$ cat src/design/stcd_pkg.sv
// Shared types and constants for the scope trigger/capture core.
// No dependencies; imported by stcd_div and the top level.
`timescale 1ns / 1ps

package stcd_pkg;

    localparam int SAMPLE_W = 12;
    localparam int COLUMN_W = 7;
    localparam int ROW_W    = 8;
    localparam int CFG_IDX_W  = 2;
    localparam int CFG_DATA_W = 12;

    localparam logic [SAMPLE_W-1:0] TRIG_LEVEL_RST = 12'd500;
    localparam logic [SAMPLE_W-1:0] ROW_STEP_RST   = 12'd64;
    localparam logic [ROW_W-1:0]    BASELINE_RST   = 8'd61;

    typedef enum logic [1:0] {
        ACT_PUSH  = 2'd0,
        ACT_READ  = 2'd1,
        ACT_CLEAR = 2'd2
    } t_action;

    typedef enum logic [CFG_IDX_W-1:0] {
        REG_TRIG_LEVEL = 2'd0,
        REG_ROW_STEP   = 2'd1,
        REG_BASELINE   = 2'd2
    } t_cfg_reg;

endpackage

$ cat src/design/scope_trigger_capture_display_core.sv
// Top level: capture memory, running min/max, rising-edge trigger and row mapping.
// Depends on stcd_pkg and stcd_div.
`timescale 1ns / 1ps

// Push and clear transactions finish at their accept edge and leave busy low, so
// one can be accepted every cycle. A read raises busy while it passes through the
// capture memory read, the bit-serial divider that maps the sample to a row step
// count, and the divider done handoff. The result registers load at the edge that
// drops busy; a new transaction can be accepted once busy is low. The result is
// shown for one cycle with o_strobe and cannot be held off. Reads of slots not
// written since reset or the last clear return sample zero. No clearing pass is
// needed after reset.
module scope_trigger_capture_display_core
    import stcd_pkg::*;
#(
    parameter int CAPTURE_DEPTH   = 256,
    parameter int DISPLAY_COLUMNS = 128
) (
    input  logic                  i_clk,
    input  logic                  i_rst_n,
    input  logic                  start,
    output logic                  busy,
    input  logic [1:0]            i_action,
    input  logic [SAMPLE_W-1:0]   i_sample,
    input  logic [COLUMN_W-1:0]   i_column,
    input  logic                  i_cfg_we,
    input  logic [CFG_IDX_W-1:0]  i_cfg_index,
    input  logic [CFG_DATA_W-1:0] i_cfg_data,
    output logic                  o_strobe,
    output logic [ROW_W-1:0]      o_row,
    output logic                  o_trigger_found,
    output logic [COLUMN_W-1:0]   o_trigger_index,
    output logic [SAMPLE_W-1:0]   o_min_code,
    output logic [SAMPLE_W-1:0]   o_max_code,
    output logic                  o_capture_full
);

    localparam int AW  = $clog2(CAPTURE_DEPTH);
    localparam int CW  = $clog2(CAPTURE_DEPTH + 1);
    localparam int TSW = $clog2(DISPLAY_COLUMNS);
    localparam int XW  = ((TSW > COLUMN_W) ? TSW : COLUMN_W) + 1;
    localparam logic [CW-1:0] DEPTH_C = CW'(CAPTURE_DEPTH);

    typedef enum logic [1:0] {
        S_IDLE,
        S_MEM,
        S_DIV
    } t_state;

    t_state r_state;

    logic [SAMPLE_W-1:0] r_trig_level;
    logic [SAMPLE_W-1:0] r_row_step;
    logic [ROW_W-1:0]    r_baseline;

    logic [CW-1:0]       r_wcount;
    logic [SAMPLE_W-1:0] r_prev;
    logic [TSW-1:0]      r_tstart;
    logic                r_seen;
    logic [SAMPLE_W-1:0] r_min;
    logic [SAMPLE_W-1:0] r_max;
    logic                r_slot_ok;

    logic [SAMPLE_W-1:0] r_mem [CAPTURE_DEPTH];
    logic [SAMPLE_W-1:0] r_rd_data;

    logic                w_accept;
    logic                w_push;
    logic                w_full;
    logic [TSW-1:0]      w_start_eff;
    logic [XW-1:0]       w_idx;
    logic [CW-1:0]       w_km1;
    logic                w_cross;
    logic                w_div_start;
    logic                w_div_done;
    logic [SAMPLE_W-1:0] w_quo;
    logic [SAMPLE_W-1:0] w_dividend;
    logic [ROW_W-1:0]    n_row;

    assign w_accept    = start && !busy;
    assign w_full      = (r_wcount >= DEPTH_C);
    assign w_push      = w_accept && (t_action'(i_action) == ACT_PUSH) && !w_full;
    assign w_start_eff = r_seen ? r_tstart : '0;
    assign w_idx       = XW'(i_column) + XW'(w_start_eff);
    assign w_km1       = r_wcount - 1'b1;
    assign w_cross     = !r_seen && (r_wcount != '0)
                         && (32'(w_km1) < 32'(DISPLAY_COLUMNS))
                         && (r_prev <= r_trig_level) && (i_sample > r_trig_level);
    assign w_div_start = (r_state == S_MEM);
    assign w_dividend  = r_slot_ok ? r_rd_data : '0;
    assign n_row       = (w_quo <= SAMPLE_W'(r_baseline))
                         ? (r_baseline - ROW_W'(w_quo)) : '0;

    // capture memory, one write port and one registered read port
    always_ff @(posedge i_clk) begin
        if (w_push) begin
            r_mem[r_wcount[AW-1:0]] <= i_sample;
        end
        r_rd_data <= r_mem[AW'(w_idx)];
    end

    always_ff @(posedge i_clk) begin
        if (!i_rst_n) begin
            r_trig_level <= TRIG_LEVEL_RST;
            r_row_step   <= ROW_STEP_RST;
            r_baseline   <= BASELINE_RST;
        end else if (i_cfg_we) begin
            unique case (i_cfg_index)
                REG_TRIG_LEVEL: r_trig_level <= i_cfg_data[SAMPLE_W-1:0];
                REG_ROW_STEP:   r_row_step   <= i_cfg_data[SAMPLE_W-1:0];
                REG_BASELINE:   r_baseline   <= i_cfg_data[ROW_W-1:0];
                default: ;
            endcase
        end
    end

    always_ff @(posedge i_clk) begin
        if (!i_rst_n) begin
            r_state         <= S_IDLE;
            busy            <= 1'b0;
            o_strobe        <= 1'b0;
            r_wcount        <= '0;
            r_prev          <= '0;
            r_tstart        <= '0;
            r_seen          <= 1'b0;
            r_min           <= '0;
            r_max           <= '0;
            r_slot_ok       <= 1'b0;
            o_row           <= '0;
            o_trigger_found <= 1'b0;
            o_trigger_index <= '0;
            o_min_code      <= '0;
            o_max_code      <= '0;
            o_capture_full  <= 1'b0;
        end else begin
            o_strobe <= 1'b0;
            unique case (r_state)
                S_IDLE: begin
                    if (w_accept) begin
                        case (t_action'(i_action))
                            ACT_PUSH: begin
                                if (!w_full) begin
                                    if (r_wcount == '0) begin
                                        r_min <= i_sample;
                                        r_max <= i_sample;
                                    end else begin
                                        if (i_sample < r_min) r_min <= i_sample;
                                        if (i_sample > r_max) r_max <= i_sample;
                                    end
                                    if (w_cross) begin
                                        r_tstart <= TSW'(w_km1);
                                        r_seen   <= 1'b1;
                                    end
                                    r_prev   <= i_sample;
                                    r_wcount <= r_wcount + 1'b1;
                                end
                            end
                            ACT_CLEAR: begin
                                r_wcount <= '0;
                                r_prev   <= '0;
                                r_tstart <= '0;
                                r_seen   <= 1'b0;
                                r_min    <= '0;
                                r_max    <= '0;
                            end
                            ACT_READ: begin
                                // slot beyond fill level reads as zero
                                r_slot_ok <= (32'(w_idx) < 32'(r_wcount));
                                busy      <= 1'b1;
                                r_state   <= S_MEM;
                            end
                            default: ;
                        endcase
                    end
                end
                S_MEM: begin
                    r_state <= S_DIV;
                end
                S_DIV: begin
                    if (w_div_done) begin
                        o_strobe        <= 1'b1;
                        o_row           <= n_row;
                        o_trigger_found <= r_seen;
                        o_trigger_index <= COLUMN_W'(w_start_eff);
                        o_min_code      <= r_min;
                        o_max_code      <= r_max;
                        o_capture_full  <= w_full;
                        busy            <= 1'b0;
                        r_state         <= S_IDLE;
                    end
                end
                default: r_state <= S_IDLE;
            endcase
        end
    end

    stcd_div u_div (
        .i_clk      (i_clk),
        .i_rst_n    (i_rst_n),
        .i_start    (w_div_start),
        .i_dividend (w_dividend),
        .i_divisor  (r_row_step),
        .o_done     (w_div_done),
        .o_quotient (w_quo)
    );

`ifndef ASSERT_OFF
    a_strobe_not_busy: assert property (@(posedge i_clk) disable iff (!i_rst_n)
        o_strobe |-> !busy)
        else $error("result strobe while still busy");

    a_count_bound: assert property (@(posedge i_clk) disable iff (!i_rst_n)
        r_wcount <= DEPTH_C)
        else $error("capture count beyond depth");

    a_read_busy: assert property (@(posedge i_clk) disable iff (!i_rst_n)
        (w_accept && (t_action'(i_action) == ACT_READ)) |=> (busy && !o_strobe))
        else $error("read transaction did not raise busy");

    a_trigger_needs_two: assert property (@(posedge i_clk) disable iff (!i_rst_n)
        r_seen |-> (r_wcount >= CW'(2)))
        else $error("trigger seen with fewer than two samples");
`endif

endmodule

$ cat src/design/stcd_div.sv
// Iterative restoring divider, one quotient bit per cycle.
// Depends on stcd_pkg for the sample width.
`timescale 1ns / 1ps

module stcd_div
    import stcd_pkg::*;
(
    input  logic                i_clk,
    input  logic                i_rst_n,
    input  logic                i_start,
    input  logic [SAMPLE_W-1:0] i_dividend,
    input  logic [SAMPLE_W-1:0] i_divisor,
    output logic                o_done,
    output logic [SAMPLE_W-1:0] o_quotient
);

    localparam int CNT_W = $clog2(SAMPLE_W);
    localparam logic [CNT_W-1:0] LAST = CNT_W'(SAMPLE_W - 1);

    logic                r_run;
    logic [CNT_W-1:0]    r_cnt;
    logic [SAMPLE_W-1:0] r_rem;
    logic [SAMPLE_W-1:0] r_quo;
    logic [SAMPLE_W-1:0] r_dsr;

    logic [SAMPLE_W:0]   w_shift;
    logic [SAMPLE_W:0]   w_diff;

    assign w_shift = {r_rem, r_quo[SAMPLE_W-1]};
    assign w_diff  = w_shift - {1'b0, r_dsr};

    // divisor of zero gives all ones, which is the required saturation
    always_ff @(posedge i_clk) begin
        if (!i_rst_n) begin
            r_run  <= 1'b0;
            r_cnt  <= '0;
            o_done <= 1'b0;
        end else begin
            o_done <= 1'b0;
            if (i_start) begin
                r_run <= 1'b1;
                r_cnt <= '0;
            end else if (r_run) begin
                r_cnt <= r_cnt + 1'b1;
                if (r_cnt == LAST) begin
                    r_run  <= 1'b0;
                    o_done <= 1'b1;
                end
            end
        end
    end

    always_ff @(posedge i_clk) begin
        if (i_start) begin
            r_rem <= '0;
            r_quo <= i_dividend;
            r_dsr <= i_divisor;
        end else if (r_run) begin
            if (!w_diff[SAMPLE_W]) begin
                r_rem <= w_diff[SAMPLE_W-1:0];
                r_quo <= {r_quo[SAMPLE_W-2:0], 1'b1};
            end else begin
                r_rem <= w_shift[SAMPLE_W-1:0];
                r_quo <= {r_quo[SAMPLE_W-2:0], 1'b0};
            end
        end
    end

    assign o_quotient = r_quo;

endmodule

$ cat config.mk
export PLATFORM = sky130hd
export DESIGN_NAME = scope_trigger_capture_display_core
export DESIGN_NICKNAME = d
export VERILOG_FILES = /design/src/design/stcd_pkg.sv /design/src/design/scope_trigger_capture_display_core.sv /design/src/design/stcd_div.sv
export SDC_FILE = /design/constraint.sdc
export NUM_CORES = 2
export LEC_CHECK = 0
export ABC_CLOCK_PERIOD_IN_PS = 7000
export CAP_MARGIN = 5
export CORE_MARGIN = 2
export CORE_UTILIZATION = 45
export CTS_CLUSTER_DIAMETER = 50
export CTS_CLUSTER_SIZE = 16
export DETAILED_ROUTE_END_ITERATION = 16
export DONT_BUFFER_PORTS = 1
export SYNTH_ARGS = -nofsm -noshare
export SYNTH_HDL_FRONTEND = slang
export SYNTH_HIERARCHICAL = 1
export SYNTH_SLANG_ARGS = --single-unit
$ cat constraint.sdc
create_clock -name i_clk -period 7 [get_ports i_clk]
set_input_delay 0.7 -clock i_clk [delete_from_list [all_inputs] [get_ports i_clk]]
set_output_delay 0.7 -clock i_clk [all_outputs]
set_load 0.01 [all_outputs]
# Word level (Yosys, flattened, before mapping)
# Memory sizes are Yosys's and may differ from the RTL's. A register that Yosys moved wholly into a read port is not among the register bits.
# Cells that the tools add are included.
# totals
ram_bits	3072
register_bits	173
mem_count	1
input_bits	39
elab_cells	128
output_inout_bits	43
# op_classes
n_lt_le_gt_ge	8
n_bitwise	2
n_eq_ne	14
reduce_logical	32
add_sub_neg	6
n_mux	40
# memory_table
memory	depth	word_bits	rd	rd_ports_with_merged_regs	wr	line	text
r_mem	256	12	1	1	1	scope_trigger_capture_display_core.sv:64	logic [SAMPLE_W-1:0] r_mem [CAPTURE_DEPTH];
# op_table
cell	count
12-bit two-way mux	11
12-bit one-hot mux with 2 select lines	3
12-bit > comparator	2
7-bit two-way mux	3
9-bit one-hot mux with 2 select lines	1
5-bit AND reduction	3
7-bit one-hot mux with 2 select lines	1
1-bit two-way mux	13
13-bit by 12-bit subtractor with 13-bit output	1
12-bit less-or-equal comparator	1
12-bit by 8-bit less-or-equal comparator with 1-bit output	1
12-bit < comparator	1
2-bit AND reduction	5
9-bit by 1-bit adder with 9-bit output, second input constant	1
9-bit >= comparator, second input constant	1
9-bit zero test	1
8-bit by 9-bit < comparator with 1-bit output	1
9-bit by 8-bit < comparator with 1-bit output, second input constant	1
9-bit two-way mux	1
9-bit nonzero test	1
9-bit by 1-bit subtractor with 9-bit output, second input constant	1
7-bit by 7-bit adder with 8-bit output	1
8-bit two-way mux	1
4-bit AND reduction	2
other kinds (19)	44

# Depth between registers and ports, before layout
# logic_depth
word_depth	8
ltp_mapped	20
ltp_nobuf	13

# By module
# The synthesis kept the hierarchy.
# modules_own_cells
mod	n_inst	area_per_inst_um2	seq_area_each_um2	cells_each
scope_trigger_capture_display_core	1	126183.5	95111.2	6513
stcd_div	1	2458.6	1081.0	241

# Least setup slack after synthesis
# OpenSTA, ideal clock, no wires.
# synth_path
path_kind	input to register
from	input i_column[0]
to	register r_slot_ok
path_buffers	6
path_slack_ps	2528
path_stages	18
t_arrival_ps	4402
setup_ps	70
required_time_ps	6930
path_cell_list	ha_1 inv_1 fa_1 buf_4 buf_2 buf_2 buf_2 buf_1 buf_2 inv_1 ha_1 a21o_1 a21o_1 a21o_1 a21o_1 a2111oi_0 nor4_1 a21oi_1
# synth_via
elab_chain_len	2
# synth_rtl
element	line	text
start: declaration	scope_trigger_capture_display_core.sv:25	input logic [COLUMN_W-1:0] i_column,
7-bit by 7-bit adder with 8-bit output	scope_trigger_capture_display_core.sv:84	assign w_idx = XW'(i_column) + XW'(w_start_eff);
8-bit by 9-bit < comparator with 1-bit output	scope_trigger_capture_display_core.sv:168	r_slot_ok <= (32'(w_idx) < 32'(r_wcount));
end signal: assignment	scope_trigger_capture_display_core.sv:168	
end: declaration	scope_trigger_capture_display_core.sv:62	logic r_slot_ok;
# No other way between the ends.
# A chain may end at the register's enable or synchronous reset.

# Worst setup path after layout
# layout_path
from	register r_seen
to	register r_rd_data[2] (read register of r_mem)
# layout_via
elab_chain_len	2
# layout_rtl
element	line	text
start: declaration	scope_trigger_capture_display_core.sv:59	logic r_seen;
start signal: assignment	scope_trigger_capture_display_core.sv:125	r_seen <= 1'b0;
start signal: assignment	scope_trigger_capture_display_core.sv:152	r_seen <= 1'b1;
start signal: assignment	scope_trigger_capture_display_core.sv:162	r_seen <= 1'b0;
7-bit two-way mux	scope_trigger_capture_display_core.sv:83	assign w_start_eff = r_seen ? r_tstart : '0;
via w_start_eff[0]	scope_trigger_capture_display_core.sv:70	logic [TSW-1:0] w_start_eff;
7-bit by 7-bit adder with 8-bit output	scope_trigger_capture_display_core.sv:84	
end: declaration	scope_trigger_capture_display_core.sv:65	logic [SAMPLE_W-1:0] r_rd_data;
# The timed path passes the listed nets, and every way through them passes these cells.

==> flow_metrics.env <==
export IMPL_worstPathMaxFanout=20
export IMPL_drive_gt1_frac=0.239
export IMPL_fmaxAchievable_mhz=173
export IMPL_cellLeakagePower_nw=46.4
export IMPL_syn_area_sq_um=129000
export IMPL_synth_area_top_cells="edfxtp_1 72%, mux4_2 13%, dfxtp_1 2.5%"
export IMPL_areaGrowthSynthToFinish_pct=13.4
export IMPL_cts_htree_levels=5
export IMPL_grtUsageTotal=0.237
export IMPL_grt_pass1_wl_um=495000
export IMPL_via_per_inst=6.08
export IMPL_post_route_drc_count=0
export IMPL_wirelength_um=349000
export IMPL_drt_initial_drc_count=8932
export IMPL_grt_antenna_before_repair=31
export IMPL_synth_cell_type_count=79
export IMPL_dpl_cell_area_sq_um=134000
export IMPL_die_area_sq_um=290000
export IMPL_cts_sinks=3257
export IMPL_power_density_nw_per_um2=288
export IMPL_synth_top_cell_by_area="edfxtp_1"
export IMPL_fin_skew_ps=47.6
export IMPL_io_pins=82
export IMPL_initial_core_util=0.452
export IMPL_final_common_cell="edfxtp_1"
export IMPL_syn_nets=6890
export IMPL_drt_pass1_iter_count=5
export IMPL_dp_hpwl_um=198000
export IMPL_std_cell_rows=196
export IMPL_critPathLaunchType="register"
export IMPL_finalWorstPathRequiredPeriod_ps=5790
export IMPL_min_delay_path_class="in2reg"
export IMPL_p_sw_mw=9.87
export IMPL_dieHeight_um=539
export IMPL_routabilityCongestion=0.934
export IMPL_met3_usage=0.0429
export IMPL_grt_pass1_vias=66000
export IMPL_pre_cts_ws_ps=1280
export IMPL_yosysTopAreaCellShare=0.723
export IMPL_wl_per_cell_um=31.6
export IMPL_ys_ff_latch=3257
export IMPL_insertion_delay_ps=910
export IMPL_p_sw_frac=0.235
export IMPL_finalSetupViolCount=0
export IMPL_fin_cells=11100
export IMPL_p_seq_frac=0.511
export IMPL_grtUsageMet2=0.365
export IMPL_fin_nets=7158
export IMPL_setup_ws_ps=1210
export IMPL_end_kind="register"
export IMPL_die_x_um=539
export IMPL_postRouteAntennaNets=0
export IMPL_tns_ps=0
export IMPL_violations="max-capacitance violations, max-slew violations"
export IMPL_crit_required_ps=7740
export IMPL_post_cts_setup_buffers=0
export IMPL_cts_clk_slew_worst_paths_ps=70
export IMPL_cts_tree="yes"
export IMPL_io_buffers=0
export IMPL_slew_violations=82
export IMPL_status="finished, violations left"
export IMPL_mostFrequentLayoutCells="3096 x edfxtp_1, 768 x mux4_2, 747 x nand2_1"
export IMPL_avgSynthCellArea_sq_um=19.0
export IMPL_final_cell_area_sq_um=146000
export IMPL_yosysWarnings=6
export IMPL_grt_max_degree=261
export IMPL_hold_viol=0
export IMPL_period_share=0.827
export IMPL_grt_setup_unrepaired="false"
export IMPL_crit_type="reg2reg"
export IMPL_busiest_layer="met2"
export IMPL_cts_inserted_buffers=333
export IMPL_ys_flop_type="edfxtp_1"
export IMPL_worstMarginPinSlew_ps=1720
export IMPL_utilization=0.512
export IMPL_yosysSeqAreaShare=0.748
export IMPL_p_int_mw=32.2
export IMPL_clock_root_buffer="clkbuf_16"
export IMPL_vias=67300
export IMPL_synthCells=6754
export IMPL_placedCellCount=10400
export IMPL_grt_overflow_total=0
export IMPL_maxCapViolCount=1
export IMPL_power_frac_comb=0.061
export IMPL_synth_edff_count=3096
export IMPL_core_area_sq_um=285000
export IMPL_peakVddDrop_mv=0.195
export IMPL_clock_path_buffers=4
export IMPL_pwr_share_clk=0.428
export IMPL_slew_headroom=-0.149
export IMPL_async_reset_ff_frac=0
export IMPL_crit_arrival_ps=6520
export IMPL_grt_use_met1=0.343
==> Yosys cell counts (11+ instances only) <==
| cell type | n |
|---|---|
| or3_1 | 17 |
| nor4_1 | 20 |
| o211ai_1 | 26 |
| nand2_1 | 760 |
| nor3_1 | 32 |
| mux2i_1 | 98 |
| a41o_1 | 20 |
| xnor2_1 | 18 |
| inv_1 | 87 |
| nor2b_1 | 23 |
| mux2_2 | 57 |
| a311oi_1 | 13 |
| and3_1 | 17 |
| edfxtp_1 | 3096 |
| o22ai_1 | 32 |
| buf_1 | 31 |
| o21ai_0 | 35 |
| nor2_1 | 305 |
| buf_6 | 12 |
| a31oi_1 | 59 |
| a21o_1 | 32 |
| a21oi_1 | 68 |
| clkbuf_1 | 205 |
| buf_4 | 58 |
| dfxtp_1 | 161 |
| mux4_2 | 768 |
| nand3_1 | 189 |
| a21boi_0 | 66 |
| a32oi_1 | 11 |
| and2_1 | 35 |
| nand2b_1 | 16 |
| a32o_1 | 11 |
| nand4_1 | 65 |
| buf_2 | 78 |
| ha_1 | 94 |
==> worst paths after layout <==
check | from | endpoint | slack [ps] | cells past startpoint
hold reg to reg | r_row_step[0] | u_div/r_dsr[0] | 430 | 0
setup / recovery | r_seen | r_rd_data[2] | 1210 | 12
setup reg to reg | r_seen | r_rd_data[2] | 1210 | 12
hold / removal | i_sample[5] | r_mem[47][5] | 100 | 1
==> per-layer routing <==
metal | part of all wire | wire (um)
met1 | 0.42 | 145000
met2 | 0.47 | 163000
met3 | 0.086 | 30100
met4 | 0.033 | 11400
met5 | 0.00017 | 58
==> stage by stage <==
step | hold WS [ps] | power, mW
finish | 101 | 42.1
detailed placement | 415 | 24.3
global placement | 411 | 24.3
floorplan | 408 | 23.5
global route | 10.4 | 43.2
CTS | 2.03 | 42.3
==> power groups by stage <==
stage	Clock, mW	Combinational, mW	Sequential (mW)
after floorplan	0	1.69	21.8
after global placement	0	2.42	21.9
after detailed placement	0	2.43	21.9
after CTS	18.3	2.57	21.5
after global routing	19.0	2.74	21.5
final	18.0	2.57	21.5
==> flip-flops by register name, summed over array words and instances (netlist names), 8 cells and up <==
signal / flops
o_min_code: 12
u_div/r_dsr: 12
r_row_step: 12
r_rd_data: 12
u_div/o_quotient: 12
u_div/r_rem: 12
r_prev: 12
r_baseline: 8
r_max: 12
r_trig_level: 12
r_wcount: 9
r_min: 12
o_max_code: 12
o_row: 8
r_mem: 3072
==> kinds of logic (layout without fill, tap and decap cells) <==
logic type	Yosys count	count (layout)	synth area share
flip-flops	3257	3257	0.748
AND/OR/NAND/NOR	1522	1522	0.0516
multiplexers	923	923	0.147
buffers and inverters	477	1005	0.0173
AO/OA/AOI/OAI	451	451	0.0249
adder cells (fa/ha/maj)	97	97	0.00961
XOR/XNOR	27	27	0.00184
other	0	19	0
==> worst max-delay path, stage by stage, from the launching register on <==
cell and delay (ps):
dfxtp_1 520, and2_1 260, ha_4 200, inv_1 70
fa_4 470, xor2_4 150, buf_4 440, inv_2 430
nor3_2 1110, buf_4 400, nand3_1 330, a41oi_1 1040
nand4_1 150
==> layout make-up <==
class,count,area [sq um]
inverters,90,347
well taps,3762,4710
diodes,19,47.5
multi-input cells,3020,30500
clock inverters,242,2630
fillers,22400,139000
repair buffers,320,2990
clock buffers,353,8450
flip-flops and latches,3257,96200
==> repair_timing <==
action | 4_1_cts | 5_1_grt
hold endpoints to repair | 514 | 6
gates resized for setup | 0 | 0
hold buffers | 44 | 1
(Power assumes the default switching activity.)
